--- src/hw/rtl/bdq_pkg.sv ---
// Shared constants, codes and value helpers for the bounded deque.
// No dependencies; every other file but bdq_ram refers to this package by scoped names.
package bdq_pkg;

  localparam int DEPTH       = 16;
  localparam int VALUE_WIDTH = 32;

  localparam int PTR_W = $clog2(DEPTH);
  localparam int CNT_W = $clog2(DEPTH + 1);
  localparam int SUM_W = PTR_W + 1;
  localparam int CAP_W = 5;
  localparam int LIM_W = (CNT_W > CAP_W) ? CNT_W : CAP_W;

  localparam int DATA_W  = 32;
  localparam int CMD_W   = 2;
  localparam int STAT_W  = 2;
  localparam int PADDR_W = 3;

  localparam logic [PTR_W-1:0] HEAD_LAST = PTR_W'(DEPTH - 1);
  localparam logic [CAP_W-1:0] CAP_RESET = CAP_W'(16);

  localparam logic [CMD_W-1:0] CMD_PUSH_LEFT  = 2'd0;
  localparam logic [CMD_W-1:0] CMD_PUSH_RIGHT = 2'd1;
  localparam logic [CMD_W-1:0] CMD_POP_LEFT   = 2'd2;
  localparam logic [CMD_W-1:0] CMD_POP_RIGHT  = 2'd3;

  localparam logic [STAT_W-1:0] ST_PUSHED = 2'd0;
  localparam logic [STAT_W-1:0] ST_POPPED = 2'd1;
  localparam logic [STAT_W-1:0] ST_FULL   = 2'd2;
  localparam logic [STAT_W-1:0] ST_EMPTY  = 2'd3;

  localparam logic REG_CAPACITY = 1'b0;

  typedef struct packed {
    logic                   we;
    logic [PTR_W-1:0]       waddr;
    logic [VALUE_WIDTH-1:0] wdata;
    logic                   re;
    logic [PTR_W-1:0]       raddr;
  } ram_req_t;

  function automatic logic [VALUE_WIDTH-1:0] to_slot(input logic [DATA_W-1:0] d);
    logic [63:0] z;
    z = 64'(d);
    return z[VALUE_WIDTH-1:0];
  endfunction

  function automatic logic [DATA_W-1:0] widen(input logic [VALUE_WIDTH-1:0] v);
    logic [63:0] w;
    w = 64'($signed(v));
    return w[DATA_W-1:0];
  endfunction

endpackage

--- src/hw/rtl/bdq_ram.sv ---
// Generic simple dual-port RAM: one write port, one registered read port.
// No dependencies.
module bdq_ram #(
  parameter int DEPTH_P = 16,
  parameter int WIDTH_P = 32
) (
  input  logic                       clk,
  input  logic                       we,
  input  logic [$clog2(DEPTH_P)-1:0] waddr,
  input  logic [WIDTH_P-1:0]         wdata,
  input  logic                       re,
  input  logic [$clog2(DEPTH_P)-1:0] raddr,
  output logic [WIDTH_P-1:0]         rdata
);

  logic [WIDTH_P-1:0] mem [DEPTH_P];

  always_ff @(posedge clk) begin
    if (we) begin
      mem[waddr] <= wdata;
    end
  end

  always_ff @(posedge clk) begin
    if (re) begin
      rdata <= mem[raddr];
    end
  end

endmodule

--- src/hw/rtl/bdq_ctrl.sv ---
// Deque control: head pointer, entry count, RAM addressing and result register.
// Depends on bdq_pkg; drives the slot RAM through a bdq_pkg::ram_req_t.
module bdq_ctrl (
  input  logic                         clk,
  input  logic                         rst,
  input  logic [bdq_pkg::CAP_W-1:0]    capacity,
  input  logic                         s_tvalid,
  output logic                         s_tready,
  input  logic [bdq_pkg::DATA_W-1:0]   s_tdata,
  input  logic [bdq_pkg::CMD_W-1:0]    s_tuser,
  output logic                         m_tvalid,
  input  logic                         m_tready,
  output logic [bdq_pkg::DATA_W-1:0]   m_tdata,
  output logic [bdq_pkg::STAT_W:0]     m_tuser,
  output bdq_pkg::ram_req_t            ram_req,
  input  logic [bdq_pkg::VALUE_WIDTH-1:0] rd_data
);

  logic [bdq_pkg::PTR_W-1:0] head, head_next;
  logic [bdq_pkg::CNT_W-1:0] count, count_next;
  logic                      pend;
  logic                      pend_right;

  logic                      accept;
  logic                      is_push;
  logic                      right;
  logic [bdq_pkg::LIM_W-1:0] cap_ext;
  logic [bdq_pkg::LIM_W-1:0] limit;
  logic                      full;
  logic                      empty;
  logic [bdq_pkg::SUM_W-1:0] sum;
  logic [bdq_pkg::SUM_W-1:0] sum_m1;
  logic [bdq_pkg::PTR_W-1:0] tail_free;
  logic [bdq_pkg::PTR_W-1:0] tail_last;
  logic [bdq_pkg::PTR_W-1:0] head_dec;
  logic [bdq_pkg::PTR_W-1:0] head_inc;
  logic [bdq_pkg::VALUE_WIDTH-1:0] slot_in;

  assign s_tready = !pend && (!m_tvalid || m_tready);
  assign accept   = s_tvalid && s_tready;
  assign is_push  = !s_tuser[1];
  assign right    = s_tuser[0];

  assign cap_ext = bdq_pkg::LIM_W'(capacity);
  assign limit   = (cap_ext > bdq_pkg::LIM_W'(bdq_pkg::DEPTH)) ?
                   bdq_pkg::LIM_W'(bdq_pkg::DEPTH) : cap_ext;
  assign full    = bdq_pkg::LIM_W'(count) >= limit;
  assign empty   = (count == '0);

  assign sum       = bdq_pkg::SUM_W'(head) + bdq_pkg::SUM_W'(count);
  assign sum_m1    = sum - bdq_pkg::SUM_W'(1);
  assign tail_free = (sum >= bdq_pkg::SUM_W'(bdq_pkg::DEPTH)) ?
                     bdq_pkg::PTR_W'(sum - bdq_pkg::SUM_W'(bdq_pkg::DEPTH)) :
                     bdq_pkg::PTR_W'(sum);
  assign tail_last = (sum_m1 >= bdq_pkg::SUM_W'(bdq_pkg::DEPTH)) ?
                     bdq_pkg::PTR_W'(sum_m1 - bdq_pkg::SUM_W'(bdq_pkg::DEPTH)) :
                     bdq_pkg::PTR_W'(sum_m1);
  assign head_dec  = (head == '0) ? bdq_pkg::HEAD_LAST : head - bdq_pkg::PTR_W'(1);
  assign head_inc  = (head == bdq_pkg::HEAD_LAST) ? '0 : head + bdq_pkg::PTR_W'(1);
  assign slot_in   = bdq_pkg::to_slot(s_tdata);

  always_comb begin
    head_next     = head;
    count_next    = count;
    ram_req.we    = 1'b0;
    ram_req.waddr = right ? tail_free : head_dec;
    ram_req.wdata = slot_in;
    ram_req.re    = 1'b0;
    ram_req.raddr = right ? tail_last : head;
    if (accept) begin
      if (is_push && !full) begin
        ram_req.we = 1'b1;
        count_next = count + bdq_pkg::CNT_W'(1);
        if (!right) begin
          head_next = head_dec;
        end
      end else if (!is_push && !empty) begin
        ram_req.re = 1'b1;
        count_next = count - bdq_pkg::CNT_W'(1);
        if (!right) begin
          head_next = head_inc;
        end
      end
    end
  end

  always_ff @(posedge clk) begin
    if (rst) begin
      head  <= '0;
      count <= '0;
    end else begin
      head  <= head_next;
      count <= count_next;
    end
  end

  // result register; a successful pop waits for the registered RAM read
  always_ff @(posedge clk) begin
    if (rst) begin
      m_tvalid <= 1'b0;
      pend     <= 1'b0;
    end else if (accept) begin
      if (is_push) begin
        m_tvalid <= 1'b1;
        m_tuser  <= {right, full ? bdq_pkg::ST_FULL : bdq_pkg::ST_PUSHED};
        m_tdata  <= full ? '0 : bdq_pkg::widen(slot_in);
      end else if (empty) begin
        m_tvalid <= 1'b1;
        m_tuser  <= {right, bdq_pkg::ST_EMPTY};
        m_tdata  <= '0;
      end else begin
        m_tvalid   <= 1'b0;
        pend       <= 1'b1;
        pend_right <= right;
      end
    end else if (pend) begin
      pend     <= 1'b0;
      m_tvalid <= 1'b1;
      m_tuser  <= {pend_right, bdq_pkg::ST_POPPED};
      m_tdata  <= bdq_pkg::widen(rd_data);
    end else if (m_tready) begin
      m_tvalid <= 1'b0;
    end
  end

endmodule

--- src/hw/rtl/bounded_double_ended_queue.sv ---
// Bounded deque top level: capacity register on the APB port, control and slot RAM.
// A push or refused request is loaded into the result register at its transfer; a
// successful pop reads the slot RAM, then loads the result register, and takes
// no request meanwhile. Pushes and refusals: 1 per cycle while results are taken.
// Reset: synchronous; empties the queue, clears head, capacity returns to 16.
// Depends on bdq_pkg, bdq_ctrl and bdq_ram.
module bounded_double_ended_queue (
  input  logic                          clk,
  input  logic                          rst,
  input  logic                          s_tvalid,
  output logic                          s_tready,
  input  logic [bdq_pkg::DATA_W-1:0]    s_tdata,  // push_value
  input  logic [bdq_pkg::CMD_W-1:0]     s_tuser,  // cmd
  output logic                          m_tvalid,
  input  logic                          m_tready,
  output logic [bdq_pkg::DATA_W-1:0]    m_tdata,  // result_value
  output logic [bdq_pkg::STAT_W:0]      m_tuser,  // status[1:0], from_right[2]
  input  logic                          psel,
  input  logic                          penable,
  input  logic                          pwrite,
  input  logic [bdq_pkg::PADDR_W-1:0]   paddr,
  input  logic [31:0]                   pwdata,
  output logic [31:0]                   prdata,
  output logic                          pready
);

  logic [bdq_pkg::CAP_W-1:0]       capacity;
  bdq_pkg::ram_req_t               ram_req;
  logic [bdq_pkg::VALUE_WIDTH-1:0] rd_data;

  assign pready = 1'b1;
  assign prdata = (paddr[2] == bdq_pkg::REG_CAPACITY) ? 32'(capacity) : '0;

  always_ff @(posedge clk) begin
    if (rst) begin
      capacity <= bdq_pkg::CAP_RESET;
    end else if (psel && penable && pwrite && pready &&
                 paddr[2] == bdq_pkg::REG_CAPACITY) begin
      capacity <= pwdata[bdq_pkg::CAP_W-1:0];
    end
  end

  bdq_ctrl u_ctrl (
    .clk      (clk),
    .rst      (rst),
    .capacity (capacity),
    .s_tvalid (s_tvalid),
    .s_tready (s_tready),
    .s_tdata  (s_tdata),
    .s_tuser  (s_tuser),
    .m_tvalid (m_tvalid),
    .m_tready (m_tready),
    .m_tdata  (m_tdata),
    .m_tuser  (m_tuser),
    .ram_req  (ram_req),
    .rd_data  (rd_data)
  );

  bdq_ram #(
    .DEPTH_P (bdq_pkg::DEPTH),
    .WIDTH_P (bdq_pkg::VALUE_WIDTH)
  ) u_ram (
    .clk   (clk),
    .we    (ram_req.we),
    .waddr (ram_req.waddr),
    .wdata (ram_req.wdata),
    .re    (ram_req.re),
    .raddr (ram_req.raddr),
    .rdata (rd_data)
  );

endmodule

--- config.mk ---
export PLATFORM = sky130hd
export DESIGN_NAME = bounded_double_ended_queue
export DESIGN_NICKNAME = d
export VERILOG_FILES = /design/src/hw/rtl/bdq_pkg.sv /design/src/hw/rtl/bdq_ram.sv /design/src/hw/rtl/bdq_ctrl.sv /design/src/hw/rtl/bounded_double_ended_queue.sv
export SDC_FILE = /design/constraint.sdc
export NUM_CORES = 1
export LEC_CHECK = 0
export BUFFER_PORTS_ARGS = -buffer_cell sky130_fd_sc_hd__buf_2
export CORE_ASPECT_RATIO = 1.4
export CORE_MARGIN = 2
export CORE_UTILIZATION = 45
export CTS_CLUSTER_SIZE = 28
export DETAILED_ROUTE_END_ITERATION = 7
export PLACE_DENSITY_LB_ADDON = 0.05
export SKIP_LAST_GASP = 1
export SLEW_MARGIN = 20
export SYNTH_ARGS = -nofsm -noshare
export SYNTH_HDL_FRONTEND = slang
export SYNTH_SLANG_ARGS = --single-unit
--- constraint.sdc ---
create_clock -name clk -period 4.7 [get_ports clk]
set_input_delay 0.94 -clock clk [delete_from_list [all_inputs] [get_ports clk]]
set_output_delay 0.94 -clock clk [all_outputs]
set_load 0.01 [all_outputs]
# Yosys cells after proc, flatten, opt, wreduce, memory -nomap -nowiden
# Memories as Yosys holds them, arrays and structs flattened. A register that Yosys moved wholly into a read port is not among the register bits.
# Cells that the tools add are included.
# totals
register_bits,52
latch_bits,0
ram_bits,512
mem_bits_ro,0
input_bits,76
output_inout_bits,70
wordCells,89
mem_count,1
# mem_list
memory,words,word_bits,rd,rd_ports_with_merged_regs,wr,line_no,rtl
u_ram.mem,16,32,1,1,1,bdq_ram.sv:16,logic [WIDTH_P-1:0] mem [DEPTH_P];
# op_classes
addsub,8
mul,0
div,0
magnitude_cmp,4
n_eq_ne,4
n_shift,0
mux,36
bitwise_logic,4
reduce_logical,24
# ops
cell,n
two-way mux 32 bit,5
two-way mux 4 bit,10
two-way mux 5 bit,4
two-way mux 1 bit,12
two-way mux 3 bit,4
subtractor 4 x 1 -> 4 bit (second input constant),3
>= comparator 5 bit (second input constant),2
subtractor 5 x 1 -> 5 bit (second input constant),2
AND reduction 4 bit,2
logical AND 1 bit,7
adder 4 x 5 -> 5 bit,1
adder 5 x 1 -> 5 bit (second input constant),1
>= comparator 5 bit,1
greater-than comparator 5 bit (second input constant),1
logical NOT 1 bit,5
logical NOT 5 bit,1
adder 4 x 1 -> 4 bit (second input constant),1
equality test 4 bit (second input constant),1
logical NOT 4 bit,1
inequality test 2 bit (second input constant),2
NOT 1 bit,4
AND reduction 2 bit,2
nonzero test 2 bit,2
inequality test 3 bit (second input constant),1
5 further kinds,5

# Longest topological paths before layout
# logic_depth
ltp_word,9
depth_mapped,14
mapped_depth_nobuf,13

# By module
# Synthesis repeated with hierarchy kept, for this count alone.
# unflattened
hier_cells,1150
hier_area_um2,23467.5
# by_module_without_submodules
module,instances,cells_each,area_per_inst_um2,seq_area_each_um2
bdq_ram,1,838,20155.6,16335.7
bdq_ctrl,1,254,2817.7,1301.2
bounded_double_ended_queue,1,58,494.2,100.1

# Least setup slack after synthesis
# OpenSTA, ideal clock, no wires.
# synth_timing
path_type,input -> register
from,input port s_tuser[1] (netlist bit)
to,memory u_ram.mem[12][0] (enable)
setup_ps,421
arrival_ps,3367
t_required_ps,4279
slack_ps,912
path_stages,6
n_path_buf,0
path_cell_list,a211oi_1 -> o21a_2 -> inv_2 -> nor2_1 -> nand3_1 -> nor2_1
# synth_via
elab_chain_len,6
# synth_lines
item,line_no,rtl
from (decl),bounded_double_ended_queue.sv:13,"input logic [bdq_pkg::CMD_W-1:0] s_tuser,"
logical NOT 1 bit,bdq_ctrl.sv:41,assign is_push = !s_tuser[1];
logical AND 1 bit,bdq_ctrl.sv:71,if (is_push && !full) begin
two-way mux 1 bit,bdq_ctrl.sv:71,
two-way mux 1 bit,bdq_ctrl.sv:70,if (accept) begin
two-way mux 1 bit,bdq_ram.sv:19,if (we) begin
two-way mux 1 bit (not written as such),bdq_ram.sv:20,mem[waddr] <= wdata;
to (decl),bdq_ram.sv:16,
# Every way passes these cells.

# Worst setup path in the final report
# layout_timing
from,register u_ctrl.head[0] (netlist bit)
to,"register u_ram.rdata[16] (read register of u_ram.mem), data pin"
# layout_via
elab_chain_len,5
word_cells_on_any_way,6
classes_between,3 x add/sub; 1 x order compare; 2 x mux
# layout_lines
item,line_no,rtl
from (decl),bdq_ctrl.sv:19,"logic [bdq_pkg::PTR_W-1:0] head, head_next;"
from (signal assigned),bdq_ctrl.sv:92,head <= head_next;
adder 4 x 5 -> 5 bit,bdq_ctrl.sv:50,assign sum = bdq_pkg::SUM_W'(head) + bdq_pkg::SUM_W'(count);
subtractor 5 x 1 -> 5 bit,bdq_ctrl.sv:51,assign sum_m1 = sum - bdq_pkg::SUM_W'(1);
subtractor 4 x 1 -> 4 bit or >= comparator 5 bit (tied branches),"bdq_ctrl.sv:56, bdq_ctrl.sv:55",
two-way mux 4 bit,bdq_ctrl.sv:55,assign tail_last = (sum_m1 >= bdq_pkg::SUM_W'(bdq_pkg::DEPTH)) ?
two-way mux 4 bit (*),bdq_ctrl.sv:69,ram_req.raddr = right ? tail_last : head;
to (decl),bdq_ram.sv:13,output logic [WIDTH_P-1:0] rdata
# Mark *: on every way between the ends. The rest lies on a longest branch, timed or not.
# A chain may end at the register's enable or synchronous reset.

==> PnR_summary.wiki <==
{| class="wikitable"
! Metric !! Value
|-
| Worst max-slew margin expressed relative to the limit || 0.268
|-
| Number of antenna violations at the first check in global routing || 1
|-
| Proportion of synthesized chip area in sequential cells || 0.739
|-
| Post-Synthesis Cell Area || ~24,000 um2
|-
| Utilization after layout || 0.522
|-
| Worst EP required || ~5100 ps
|-
| Net count of the finished layout || 1,442
|-
| Instance count after placement with tap cells included || about 2,000
|-
| # hold bufs at CTS || 0
|-
| Critical path data arrival time || around 4400 ps
|-
| Die Y || around 280 um
|-
| Ratio of cells with drive above 1 in the final layout || 0.282
|-
| Clock-pin slew reported for the worst setup and hold paths after clock tree synthesis || about 60 ps
|-
| Max-cap violations || 0
|-
| Pin count of the biggest net entering global routing || 46
|-
| Clock Tree Buf Depth || 3
|-
| First-pass GRT wire length || about 86,000 um
|-
| Post-synthesis sequential element count || between 500 and 600
|-
| Class of the tightest hold or removal check || reg -> reg
|-
| Count of flip-flops with a built-in enable after synthesis || 580
|-
| Peak supply drop || approximately 0.33 mV
|-
| Critical path type || reg -> reg
|-
| Slowest Stage Delay on Critical Path || 570 ps
|-
| Hold depth || 1
|-
| Critical-path cell with the highest stage delay || sky130_fd_sc_hd__dfxtp_1
|-
| Critical Path Sink Type || flip-flop
|-
| Quantity of I/O buffers inserted on ports || just under 90
|-
| Worst-skew pair later-pin latency || about 630 ps
|-
| Horizontal die dimension || between 150 and 200 um
|-
| Number of filler cells placed in the layout || roughly 4,200
|-
| Synthesized area divided by synthesized cell count || 19.6 um2
|-
| First-pass DRT Iterations || 5
|-
| Clock tree from TritonCTS || done
|-
| Post-cts sizing count || 0
|-
| Layout-stage area growth over the synthesis result || 15.1%
|-
| FF-to-FF path depth || 11
|-
| Setup_tns || 0 ps
|-
| Area of combinational cells with multiple inputs || slightly below 6000 um2
|-
| Gr ovfl total || 0
|-
| Commonest non-fill, non-tap cell in the layout || sky130_fd_sc_hd__edfxtp_1
|-
| Initial core utilization || 0.453
|-
| Tcrit/Tclk final || 0.841
|-
| Slew @ Worst Pin || ~1100 ps
|-
| Via-per-instance ratio || 5.90
|-
| Fmax achieved || ~250 MHz
|-
| Total number of H-tree levels || 2
|-
| Start of the worst register-to-register path || u_ctrl.head[0]$_SDFFE_PP0P_
|-
| Primary FF master, synth || sky130_fd_sc_hd__edfxtp_1
|-
| Ordered list of cells on the worst path || ha_1, inv_1, fa_1, ha_1, xnor3_1, mux2i_4, buf_4, nand2b_2, buf_4, o221ai_1, a32oi_1
|-
| Leakage || about 9 nW
|-
| Most used cells in the layout excluding fill and tap cells || 580 x sky130_fd_sc_hd__edfxtp_1, 126 x sky130_fd_sc_hd__mux4_2, 88 x sky130_fd_sc_hd__buf_2
|-
| Cell Count, Final, Fillers Out || about 2,100
|-
| Post-CTS Repair Setup Buffers || 0
|-
| Routability-driven placement congestion ratio || between 0.7 and 0.8
|-
| Sink of the worst hold path || capacity[4]$_SDFFE_PP1P_
|-
| Int Power || approximately 11 mW
|-
| Switching component of the power || between 5 and 6 mW
|-
| Detailed placer's ending HPWL || roughly 33,000 um
|-
| Fraction of power consumed by the clock network || 0.293
|-
| Total length of routed wires || 58,900 um
|-
| Switching power as a share of total power || 0.313
|-
| Number of library cell types mapped by synthesis || 57
|-
| DRC marker count from the first detailed-route iteration || around 1,000
|-
| Post-route DRC || 0
|-
| Ports placed on the boundary || between 100 and 150
|-
| Worst min-delay path startpoint || capacity[4]$_SDFFE_PP1P_
|-
| Vias in the first global route || around 13,000
|-
| Setup Viol. Count Final || 0
|-
| Part of the total power dissipated in combinational logic || 0.303
|-
| Unrepaired setup endpoints after global routing || no
|-
| Site Rows || 100
|-
| Endpoint of the worst-slack reg-to-reg timing path || u_ram.rdata[16]$_DFFE_PP_
|-
| Areal power density over the cells || roughly 580 nW/um2
|-
| Core ar. || roughly 53,000 um2
|-
| Cell at the root of the clock tree || sky130_fd_sc_hd__clkbuf_16
|-
| FFs w/ async S/R, synth || 0
|-
| Number of buffers created by CTS || 57
|-
| Overall die area || 55,200 um2
|-
| Seq pwr share || 0.405
|-
| Post-synth top area share || 0.726
|-
| Clock Sink Count || 596
|-
| Worst Setup Start Kind || flip-flop
|-
| All-Layer GR Usage || 0.217
|-
| Number of vias in the routed layout || around 12,000
|-
| Minimum period implied by the final worst setup slack || between 3000 and 4000 ps
|-
| Worst setup slack for register-to-register paths || 750 ps
|-
| Clock skew || roughly 20 ps
|-
| Max-slew violation count || 0
|-
| Dominant cell type by area after synthesis || sky130_fd_sc_hd__edfxtp_1
|-
| Area used by sequential logic in the layout || ~18,000 um2
|-
| Synth area leaders || sky130_fd_sc_hd__edfxtp_1 73%, sky130_fd_sc_hd__mux4_2 12%, sky130_fd_sc_hd__o221ai_1 2.3%, sky130_fd_sc_hd__dfxtp_1 1.3%, sky130_fd_sc_hd__a32oi_1 1.3%
|-
| Number of nets with antenna violations after routing || 0
|-
| WL/cell || 27.9 um
|-
| Hold Fails Final Rpt || 0
|-
| Result of the run || completed
|-
| Worst-path maximum fanout || 18
|-
| Cell count after synthesis || approximately 1,200
|-
| Yosys warnings || 0
|}
-- critical path, delay by kind of cell (launching register included) --
kind / cells / cell delay (ps)
buffers and inverters: 3 / 700
xor gates and xnor gates: 1 / 370
and+or+nand+nor: 1 / 540
AOI/OAI and AO/OA: 2 / 410
muxes: 1 / 140
DFF: 1 / 570
adders and majority gates: 3 / 1020
-- synthesized netlist by cell type (2+ instances only) --
cell	number
sky130_fd_sc_hd__buf_6	4
sky130_fd_sc_hd__ha_1	15
sky130_fd_sc_hd__a22o_1	32
sky130_fd_sc_hd__nor3_1	4
sky130_fd_sc_hd__edfxtp_1	580
sky130_fd_sc_hd__nor3b_1	2
sky130_fd_sc_hd__mux4_2	126
sky130_fd_sc_hd__xor2_1	2
sky130_fd_sc_hd__and3_1	3
sky130_fd_sc_hd__a21o_1	4
sky130_fd_sc_hd__o221ai_1	62
sky130_fd_sc_hd__nand2_1	9
sky130_fd_sc_hd__a32oi_1	35
sky130_fd_sc_hd__xnor3_1	3
sky130_fd_sc_hd__mux2_2	2
sky130_fd_sc_hd__and2_1	2
sky130_fd_sc_hd__conb_1	2
sky130_fd_sc_hd__nand3_1	39
sky130_fd_sc_hd__o21ai_0	8
sky130_fd_sc_hd__nand2b_1	3
sky130_fd_sc_hd__o21ai_1	34
sky130_fd_sc_hd__clkbuf_1	37
sky130_fd_sc_hd__o31ai_1	3
sky130_fd_sc_hd__a211oi_1	3
sky130_fd_sc_hd__dfxtp_1	16
sky130_fd_sc_hd__a21oi_2	2
sky130_fd_sc_hd__inv_1	16
sky130_fd_sc_hd__a211o_1	2
sky130_fd_sc_hd__buf_4	35
sky130_fd_sc_hd__nor2_1	37
sky130_fd_sc_hd__buf_2	29
sky130_fd_sc_hd__nor2b_1	7
sky130_fd_sc_hd__mux2i_1	18
sky130_fd_sc_hd__xnor2_1	7
sky130_fd_sc_hd__buf_1	4
sky130_fd_sc_hd__o211ai_1	3
sky130_fd_sc_hd__a21oi_1	12
-- per-layer routing --
metal  track usage  wire length, um  part of all wire
met5             0                0                 0
met4        0.0586             1440             0.024
met3        0.0301             2570             0.044
met2         0.375            30200              0.51
met1         0.289            24600              0.42
-- how the worst max path moves through the flow --
stage                                      startpoint                          to  slack [ps]  cells past startpoint
after floorplan                            s_tuser[1]  u_ram.mem[12][0]$_DFFE_PP_         910                      6
after global placement    u_ctrl.head[0]$_SDFFE_PP0P_   u_ram.rdata[16]$_DFFE_PP_         770                     11
after detailed placement  u_ctrl.head[0]$_SDFFE_PP0P_   u_ram.rdata[16]$_DFFE_PP_         780                     11
after CTS                 u_ctrl.head[0]$_SDFFE_PP0P_   u_ram.rdata[16]$_DFFE_PP_         740                     11
after global routing      u_ctrl.head[0]$_SDFFE_PP0P_   u_ram.rdata[16]$_DFFE_PP_         460                     11
final                     u_ctrl.head[0]$_SDFFE_PP0P_   u_ram.rdata[16]$_DFFE_PP_         750                     11
-- through the flow --
step / setup WS [ps] / power [mW] / instance area, um2 / hold WS [ps]
floorplan: 912 / 9.74 / 24100 / 459
global placement: 766 / 11.5 / 25700 / 478
detailed placement: 777 / 11.5 / 25700 / 497
CTS: 742 / 16.2 / 27600 / 516
global route: 459 / 16.7 / 27600 / 537
finish: 749 / 16.1 / 27600 / 510
-- power groups by stage --
| stage | registers (mW) | clock network, mW | logic, mW |
|---|---|---|---|
| after detailed placement | 6.62 | 0 | 4.91 |
| after global routing | 6.53 | 4.98 | 5.21 |
| after CTS | 6.50 | 4.80 | 4.93 |
| after global placement | 6.61 | 0 | 4.86 |
| after floorplan | 6.61 | 0 | 3.12 |
| final | 6.50 | 4.70 | 4.86 |
-- cells by family (layout without fill, tap and decap cells) --
group,after synthesis,in the layout,synth area share
compound gates,208,208,0.0668
flops,596,596,0.739
xor+xnor,12,12,0.00610
other cells,2,29,0.000313
fa+ha+maj,16,16,0.00866
buf+inv,126,274,0.0280
mux,147,147,0.127
simple gates,115,115,0.0238
-- sequential cells by signal, summed over array words and instances, names as in the netlist --
signal / cells
u_ctrl.m_tdata: 32
u_ctrl.pend_right: 1
u_ram.mem: 512
u_ctrl.pend: 1
u_ram.rdata: 32
u_ctrl.count: 5
capacity: 5
u_ctrl.head: 4
u_ctrl.m_tuser: 3
u_ctrl.m_tvalid: 1
-- final cells by class --
| class | instances | area share |
|---|---|---|
| clock inverter | 33 | 0.0144 |
| multi-input combinational | 526 | 0.213 |
| tap | 714 | 0.0324 |
| timing repair buffer | 152 | 0.0415 |
| antenna | 1 | 0.0000906 |
| inverter | 17 | 0.00231 |
| sequential | 596 | 0.642 |
| clock buffer | 72 | 0.0537 |
No activity file was read; power rests on OpenSTA's default activity.
